**src/rtl/tlca_pkg.sv**
```systemverilog
package tlca_pkg;

    localparam int MAX_NODES   = 1024;
    localparam int NODE_W      = 10;
    localparam int CNT_W       = 11;
    localparam int LIFT_LEVELS = 11;
    localparam int LVL_W       = 4;
    localparam int EDGE_CAP    = 2 * (MAX_NODES - 1);
    localparam int EDGE_W      = 11;
    localparam int ANC_AW      = NODE_W + LVL_W;
    localparam int ANC_DEPTH   = 1 << ANC_AW;
    localparam int APB_AW      = 3;
    localparam int APB_DW      = 32;

    typedef logic [NODE_W-1:0] t_node;
    typedef logic [CNT_W-1:0]  t_cnt;
    typedef logic [EDGE_W-1:0] t_edge;
    typedef logic [LVL_W-1:0]  t_lvl;
    typedef logic [1:0]        t_func;
    typedef logic [2:0]        t_stat;

    localparam t_edge NO_EDGE   = t_edge'(EDGE_CAP);
    localparam t_cnt  UNVISITED = '1;

    localparam t_func FN_ADD   = 2'd0;
    localparam t_func FN_BUILD = 2'd1;
    localparam t_func FN_LCA   = 2'd2;
    localparam t_func FN_KTH   = 2'd3;

    localparam t_stat ST_OK    = 3'd0;
    localparam t_stat ST_FULL  = 3'd1;
    localparam t_stat ST_RANGE = 3'd2;
    localparam t_stat ST_NOTBLT = 3'd3;
    localparam t_stat ST_UNREACH = 3'd4;

    localparam logic REG_NODE_COUNT = 1'b0;
    localparam logic REG_ROOT_NODE  = 1'b1;

    typedef struct packed {
        t_cnt  node_count;
        t_node root_node;
    } t_cfg;

    typedef struct packed {
        t_cnt  answer_node;
        t_cnt  path_length;
        t_stat status;
    } t_res;

    function automatic logic [ANC_AW-1:0] anc_addr(input t_node node, input t_lvl lvl);
        anc_addr = {node, lvl};
    endfunction

endpackage

```
**src/rtl/tlca_cfg.sv**
```systemverilog
module tlca_cfg (
    input  logic                      i_clk,
    input  logic                      i_rst_n,
    input  logic                      psel,
    input  logic                      penable,
    input  logic                      pwrite,
    input  logic [tlca_pkg::APB_AW-1:0] paddr,
    input  logic [tlca_pkg::APB_DW-1:0] pwdata,
    output logic [tlca_pkg::APB_DW-1:0] prdata,
    output logic                      pready,
    output tlca_pkg::t_cfg            o_cfg,
    output logic                      o_count_wr
);
    import tlca_pkg::*;

    t_cnt  r_count;
    t_node r_root;
    t_cnt  wr_count;
    logic  wr_en;

    assign pready = 1'b1;
    assign wr_en  = psel && penable && pwrite;

    // saturate into 1..MAX_NODES
    always_comb begin
        wr_count = pwdata[CNT_W-1:0];
        if (wr_count == '0) begin
            wr_count = t_cnt'(1);
        end else if (wr_count > t_cnt'(MAX_NODES)) begin
            wr_count = t_cnt'(MAX_NODES);
        end
    end

    always_ff @(posedge i_clk) begin
        if (!i_rst_n) begin
            r_count <= t_cnt'(1);
            r_root  <= '0;
        end else if (wr_en) begin
            if (paddr[2] == REG_NODE_COUNT) begin
                r_count <= wr_count;
            end else begin
                r_root <= pwdata[NODE_W-1:0];
            end
        end
    end

    assign o_count_wr = wr_en && (paddr[2] == REG_NODE_COUNT);
    assign o_cfg      = '{node_count: r_count, root_node: r_root};
    assign prdata     = (paddr[2] == REG_ROOT_NODE) ? APB_DW'(r_root) : APB_DW'(r_count);
endmodule

```
**config.mk**
```make
export PLATFORM = sky130hd
export DESIGN_NAME = tlca_cfg
export DESIGN_NICKNAME = d
export VERILOG_FILES = /design/src/rtl/tlca_pkg.sv /design/src/rtl/tlca_cfg.sv
export SDC_FILE = /design/constraint.sdc
export NUM_CORES = 1
export LEC_CHECK = 0
export ABC_AREA = 1
export BUFFER_PORTS_ARGS = -buffer_cell sky130_fd_sc_hd__clkbuf_2
export CORE_UTILIZATION = 36
export CTS_BUF_LIST = sky130_fd_sc_hd__clkbuf_4
export DETAILED_ROUTE_END_ITERATION = 16
export PLACE_DENSITY = 0.83
export RECOVER_POWER = 25
export SLEW_MARGIN = 25
export SYNTH_ARGS = -nofsm -noshare
export SYNTH_HDL_FRONTEND = slang
export SYNTH_SLANG_ARGS = --single-unit
```
**constraint.sdc**
```tcl
create_clock -name i_clk -period 0.8 [get_ports i_clk]
set_input_delay 0.12 -clock i_clk [delete_from_list [all_inputs] [get_ports i_clk]]
set_output_delay 0.12 -clock i_clk [all_outputs]
set_load 0.05 [all_outputs]
```
Word level (Yosys, flattened, before mapping)
Index checks and enable logic that the tools add are counted.
- $lt $le $gt $ge: 1
- reduce and logical (&&, ||, !) cells: 6
- multiplexer cells: 3
- bitwise gates (word level): 1
- operators by type and width (operator ; count):
    $mux W11 ; 3
    $gt A11 B11 Y1 const B ; 1
    $logic_not A11 Y1 ; 1
    $reduce_and A2 Y1 ; 2
    $logic_and A1 B1 Y1 ; 3
    $not A1 Y1 ; 1
- logic and storage cells: 13
- register bits: 21
- input bits: 40

Logic depth before layout (Yosys ltp)
Gate-level depths: netlist of the first run.
- word-level depth: 3
- depth in mapped cells: 7
- mapped depth without buffers: 7

Least setup slack after synthesis of the first run
No wires, ideal clock.
- kind: reg-to-output
- start: reg r_count[10]
- end: out prdata[10] (netlist bit)
- cell stages (with the launch flop): 3
- buffers on the path: 0
- required time: 680 ps
- setup slack: -702 ps
- data arrival time: 1382 ps
- cell sequence: dfxtp_1 > inv_1 > nor2_1
- cells in the longest elaborated chain, start to end: 1
- ends and longest elaborated chain (element ; line ; RTL):
    from (decl) ; tlca_cfg.sv:16 ; t_cnt r_count;
    from (signal assigned) ; tlca_cfg.sv:36 ; r_count <= t_cnt'(1);
    from (signal assigned) ; tlca_cfg.sv:40 ; r_count <= wr_count;
    $mux W11 ; tlca_cfg.sv:49 ; assign prdata = (paddr[2] == REG_ROOT_NODE) ? APB_DW'(r_root) : APB_DW'(r_count);
    to (decl) ; tlca_cfg.sv:9 ; output logic [tlca_pkg::APB_DW-1:0] prdata,
No other way between the ends.

Worst setup path after layout of the first run
- start: reg r_count[6]
- end: out prdata[6] (netlist bit)
The elaborated chain is that of the path after synthesis.

==> results of run 1 <==
-- worst min path at each step --
| stage | to | start | cells after the start | slack (ps) |
|---|---|---|---|---|
| after CTS | r_root[7]$_SDFFE_PN0P_ | pwdata[7] | 3 | 60 |
| final | r_root[6]$_SDFFE_PN0P_ | pwdata[6] | 3 | 90 |
| after global routing | r_root[6]$_SDFFE_PN0P_ | pwdata[6] | 3 | 90 |
| after detailed placement | r_root[6]$_SDFFE_PN0P_ | pwdata[6] | 3 | 380 |
| after global placement | r_root[7]$_SDFFE_PN0P_ | pwdata[7] | 3 | 380 |
| after floorplan | r_count[10]$_SDFFE_PN0P_ | i_rst_n | 2 | 250 |
-- flip-flops by register name, indices dropped and copies added (netlist names) --
name     count
r_root      10
r_count     11
-- routing by layer --
layer | part of all wire | vias up | wire length [µm]
met5 | 0 | - | 0
met4 | 0.033 | 0 | 206
met3 | 0.092 | 20 | 576
met2 | 0.49 | 130 | 3083
met1 | 0.38 | 747 | 2408
li1 | - | 664 | -
-- worst min-delay path, cell delays in order --
cell	delay (ps)
clkbuf_2	90
inv_1	80
a21oi_1	80
-- power groups by stage --
stage               sequential, mW  clock [mW]  combinational, mW
CTS                           1.06       0.526              0.906
floorplan                     1.16           0              0.543
finish                        1.07       0.540               1.05
detailed placement            1.07           0              0.764
global placement              1.07           0              0.756
global route                  1.07       0.595               1.08
-- cell type report --
type / instances / area share
flip-flops and latches: 21 / 0.1840
well taps: 44 / 0.02029
inverters: 14 / 0.02167
multi-input cells: 129 / 0.3324
repair buffers: 87 / 0.4315
clock buffers: 3 / 0.008299
clock inverters: 1 / 0.001844
-- kinds of logic after synthesis --
family	count (synthesis)
AND/OR/NAND/NOR	77
buffers and inverters	43
AO/OA/AOI/OAI	30
flip-flops	21
other	2
-- cells in the final DEF, fill, tap and decap left out, types with 2 or more instances in the layout --
cell	count
dfxtp_4	21
clkbuf_2	15
buf_6	12
nand2_4	28
buf_8	10
nand2_1	12
inv_1	10
inv_2	2
clkbuf_16	19
conb_1	22
nand2_2	11
nor2_4	9
nand3_2	2
buf_12	8
nand4_1	2
nor2_1	10
o21ai_0	8
clkbuf_4	3
a21oi_1	9
buf_4	21
a21oi_2	8
-- what timing repair did --
action	4_1_cts	5_1_grt
setup buffers	2	18
setup endpoints to repair	33	51
gates cloned	0	0
pin swaps	16	17
resized for setup	96	65
==> out/metrics.yaml, run 1 <==
critical_path:
  r2r_start: "r_root[4]$_SDFFE_PN0P_"
  critPathSlowestCell: "dfxtp_4"
  cp.depth: 3
  cp_top_family: "flip-flops"
  cp_common_cell: "nand2_4"
  cp_data_required_time_ps: 680
  setup.worst_path.start: "r_count[6]$_SDFFE_PN0P_"
  crit_chain: "nand2_4 > nand2_4 > clkbuf_16"
  endpoint_kind: "primary output"
  critPathMaxStageDelay_ps: 410
  regToRegSetupSlack_ps: -120
  rr_worst_depth: 2
  crit_path_max_fanout: 3
  r2r_end: "r_root[4]$_SDFFE_PN0P_"
  arrival_ps: 1020
  cp-endpoint: "prdata[6]"
  setup.worst_path.start_class: "flip-flop"
  critical_path_class: "reg -> out"
  crit_buf_inv: 1
clock_network:
  cts_buffers: 3
  clockRootBuffer: "clkbuf_4"
  clk_latency_ps: 300
  htreeDepth: 1
  cts-hold-fix-buffers: 0
  clkSlewWorstSetupHoldPaths_ps: 130
  clock_path_buffers: 2
  clock_sinks: 21
  cts_tree: "done"
routing:
  via_count: 1561
  vias_per_cell: 5.221
  postRouteAntennaNets: 0
  drt_iter0_markers: 182
  drt_pre_antenna_iters: 4
  wl_per_cell_um: 20.98
  drc: 0
  wl_um: 6273
yosys:
  synth_simple_gate_area_share: 0.2600
  synthArstFlopShare: 0
  yosysTopAreaCell: "dfxtp_1"
  synth_top_family_by_area: "simple AND/OR/NAND/NOR gates"
  synth_compound_area_frac: 0.1642
  synth-xor-area-share: 0
  synth_most_common_cell: "nand2_1"
  synth-seq-area-share: 0.3537
  synth_common_cells: "51 x nand2_1, 23 x buf_4, 21 x dfxtp_1"
  synthAdderAreaFrac: 0
  syn_area_per_cell_um2: 6.871
  ys_ff_latch: 21
  yosys_warnings: 0
  synth-edff-count: 0
  ys_types: 21
  yosysTopAreaCellShare: 0.3537
  syn_area_um2: 1189
  muxShareOfSynthArea: 0
  netlist_instances: 173
  synthTopCellsByArea: "dfxtp_1 35%, nand2_1 16%, buf_4 15%"
  synth_ff_type: "dfxtp_1"
global_route:
  grt-ovfl-total: 0
  use_met1: 0.3177
  grt_pass1_wl_um: 6824
  grt_use_total: 0.2669
  grt_max_degree: 19
  grt_antenna_before_repair: 0
  grt.busiest_layer: "met2"
  grt_pass1_vias: 1360
  use_met2: 0.4639
  grtUsageMet3: 0.04148
place:
  place_congestion: 0.8431
  io_buffers: 49
  placed_area_um2: 1826
  pre_cts_ws_ps: -258.8
  dp_hpwl_um: 2539
  place_inst: 276
power:
  switching_share: 0.4110
  p_per_area_nw_per_um2: 979.6
  seqPwrFrac: 0.401
  power_switching_mw: 1.093
  internal_power_mw: 1.566
  p_clk_frac: 0.203
  leakagePower_nw: 1.280
  total_power_mw: 2.658
  combPwrFrac: 0.395
  peakVddDrop_mv: 0.6002
timing:
  finalSetupViolCount: 48
  holdWs_ps: 90.53
  fin_skew_ps: 0
  setup_ws_ps: -335.1
  fmax_mhz: 881.0
  rsz0062_at_grt: "true"
  drv_slew: 0
  hold_viol_final: 0
  fin_crit_sh: 1.419
  fin_setup_tns_ps: -10020
  period_needed_ps: 1135
status:
  status: "finished with violations"
  failed_checks: "setup timing"
layout:
  multi_input_area_um2: 902.1
  fin_nets: 296
  area_growth_pct: 128.3
  diodes: 0
  final_cell_area_um2: 2714
  post-route-util: 0.8746
  seqCellArea_um2: 499.2
  layout-drive-gt1-share: 0.6902
  num-fill-cells: 116
  layout.cells.non_filler: 299
floorplan:
  fp.dieH_um: 59.46
  core_um2: 3103
  die_w_um: 59.46
  fp-row-count: 20
  die-area_um2: 3535
  ios: 95
  start_util: 0.3831
job:
  maxCapViolCount: 0
hold_path:
  hold_path.class: "in -> reg"
Power figures use the tool's default switching activity.
==> run 2: changes to the inputs <==
==> constraint.sdc (replaced) <==
create_clock -name i_clk -period 0.8 [get_ports i_clk]
set_input_delay 0.16 -clock i_clk [delete_from_list [all_inputs] [get_ports i_clk]]
set_output_delay 0.16 -clock i_clk [all_outputs]
set_load 0.05 [all_outputs]
==> out/metrics.yaml, run 2 (same netlist as run 1, synthesis figures left out) <==
clock_network:
  cts_tree: "done"
  cts_buffers: 3
  clock_path_buffers: 2
  clock_sinks: 21
  htreeDepth: 1
  clockRootBuffer: "clkbuf_4"
  cts-hold-fix-buffers: 0
  clkSlewWorstSetupHoldPaths_ps: 130
  clk_latency_ps: 320
power:
  combPwrFrac: 0.378
  total_power_mw: 2.591
  power_switching_mw: 1.047
  seqPwrFrac: 0.408
  leakagePower_nw: 1.167
  peakVddDrop_mv: 0.6167
  p_per_area_nw_per_um2: 1049
  internal_power_mw: 1.544
  switching_share: 0.4042
  p_clk_frac: 0.213
critical_path:
  arrival_ps: 1000
  cp_top_family: "flip-flops"
  critical_path_class: "reg -> out"
  regToRegSetupSlack_ps: 20
  crit_path_max_fanout: 2
  rr_worst_depth: 2
  setup.worst_path.start_class: "flip-flop"
  crit_chain: "nand2_2 > nand2_4 > clkbuf_16"
  cp_data_required_time_ps: 640
  critPathSlowestCell: "dfxtp_4"
  crit_buf_inv: 1
  r2r_end: "r_root[1]$_SDFFE_PN0P_"
  critPathMaxStageDelay_ps: 370
  endpoint_kind: "primary output"
  r2r_start: "r_root[1]$_SDFFE_PN0P_"
timing:
  setup_ws_ps: -363.2
  fmax_mhz: 859.7
  drv_slew: 0
  hold_viol_final: 0
  finalSetupViolCount: 34
  holdWs_ps: 106.3
  fin_skew_ps: 0
  period_needed_ps: 1163
  fin_crit_sh: 1.454
  rsz0062_at_grt: "true"
place:
  place_congestion: 0.8130
  placed_area_um2: 1861
  io_buffers: 49
  pre_cts_ws_ps: -317.7
  dp_hpwl_um: 2483
layout:
  layout_common_cells: "24 x nand2_4, 22 x conb_1, 21 x nand2_1, 21 x buf_4, 21 x dfxtp_4"
  largest_reg_flops: 11
  mostFrequentLayoutCell: "nand2_4"
  seqCellArea_um2: 499.2
  regMostFlops: "r_count"
  num-fill-cells: 179
  diodes: 0
  layout-drive-gt1-share: 0.6327
  final_cell_area_um2: 2471
  top_regs: "r_count (11), r_root (10)"
  area_growth_pct: 107.9
  fin_nets: 286
  multi_input_area_um2: 828.3
floorplan:
  fp.dieH_um: 59.46
  ios: 95
  fp-row-count: 20
  start_util: 0.3831
  core_um2: 3103
  die_w_um: 59.46
  die-area_um2: 3535
routing:
  vias_per_cell: 4.799
  drt_iter0_markers: 80
  drc: 0
  wl_um: 4436
  drt_pre_antenna_iters: 4
  wl_per_cell_um: 15.35
  via_count: 1387
  postRouteAntennaNets: 0
status:
  status: "finished with violations"
  failed_checks: "setup timing"
global_route:
  grt_antenna_before_repair: 0
  grt_pass1_wl_um: 6058
  grt-ovfl-total: 0
  grt_use_total: 0.2359
  grt_pass1_vias: 1247
  grt_max_degree: 19
hold_path:
  min-delay-start: "pwdata[6]"
  hold_path.class: "in -> reg"
  min_path_cells: 3
  whs_endpoint: "r_root[6]$_SDFFE_PN0P_"
job:
  maxCapViolCount: 0
[run 2: cell types whose count changed in the layout (fill, tap and decap cells not counted), sizes merged]
cell	delta
buf	-8
clkbuf	-3
clkinv	+2
inv	-1
[run 2: worst max path at each step]
| stage | from | end | slack (ps) | cells after the start |
|---|---|---|---|---|
| after floorplan | psel | r_count[0]$_SDFFE_PN1P_ | -140 | 5 |
| after global placement | paddr[2] | r_root[5]$_SDFFE_PN0P_ | -280 | 6 |
| after detailed placement | paddr[2] | r_root[6]$_SDFFE_PN0P_ | -320 | 6 |
| after CTS | r_root[6]$_SDFFE_PN0P_ | o_cfg[6] | -340 | 2 |
| after global routing | r_root[4]$_SDFFE_PN0P_ | prdata[4] | -390 | 3 |
| final | r_root[4]$_SDFFE_PN0P_ | prdata[4] | -360 | 3 |
[run 2: final cells by class]
cell class | instances | area share
Inverter | 14 | 0.02987
Timing Repair inverter | 1 | 0.004557
Clock buffer | 3 | 0.009114
Multi-Input combinational cell | 129 | 0.3352
Sequential cell | 21 | 0.2020
Tap cell | 44 | 0.02228
Timing Repair Buffer | 76 | 0.3949
Clock inverter | 1 | 0.002025
[run 2: repair_timing]
item / in CTS / in global routing
pin swaps: 8 / 7
buffers inserted: 4 / 2
setup endpoints to repair: 35 / 43
resized for setup: 86 / 35
cloned: 0 / 1
[run 2: per-layer routing]
layer / part of all wire / up-vias / track usage
li1: - / 645 / -
met1: 0.40 / 656 / 0.2913
met2: 0.50 / 73 / 0.3852
met3: 0.063 / 13 / 0.05459
met4: 0.033 / 0 / 0.1122
met5: 0 / - / 0
[run 2: tightest hold or removal path: stages]
cell	delay [ps]
clkbuf_2	110
inv_1	100
a21oi_2	50
[run 2: power groups by stage]
stage / clock network, mW / registers (mW) / logic [mW]
2_1_floorplan: 0 / 1.16 / 0.543
4_1_cts: 0.560 / 1.05 / 0.922
3_3_place_gp: 0 / 1.07 / 0.786
3_5_place_dp: 0 / 1.07 / 0.793
5_1_grt: 0.599 / 1.06 / 1.02
6_report: 0.553 / 1.06 / 0.980
[run 2: stage by stage]
stage,instances,setup TNS (ps),utilization
finish,289,-9259,0.7964
detailed placement,278,-7972,0.5996
global route,289,-10410,0.7964
floorplan,193,-712.4,-
CTS,286,-9540,0.7625
global placement,278,-7375,0.5996
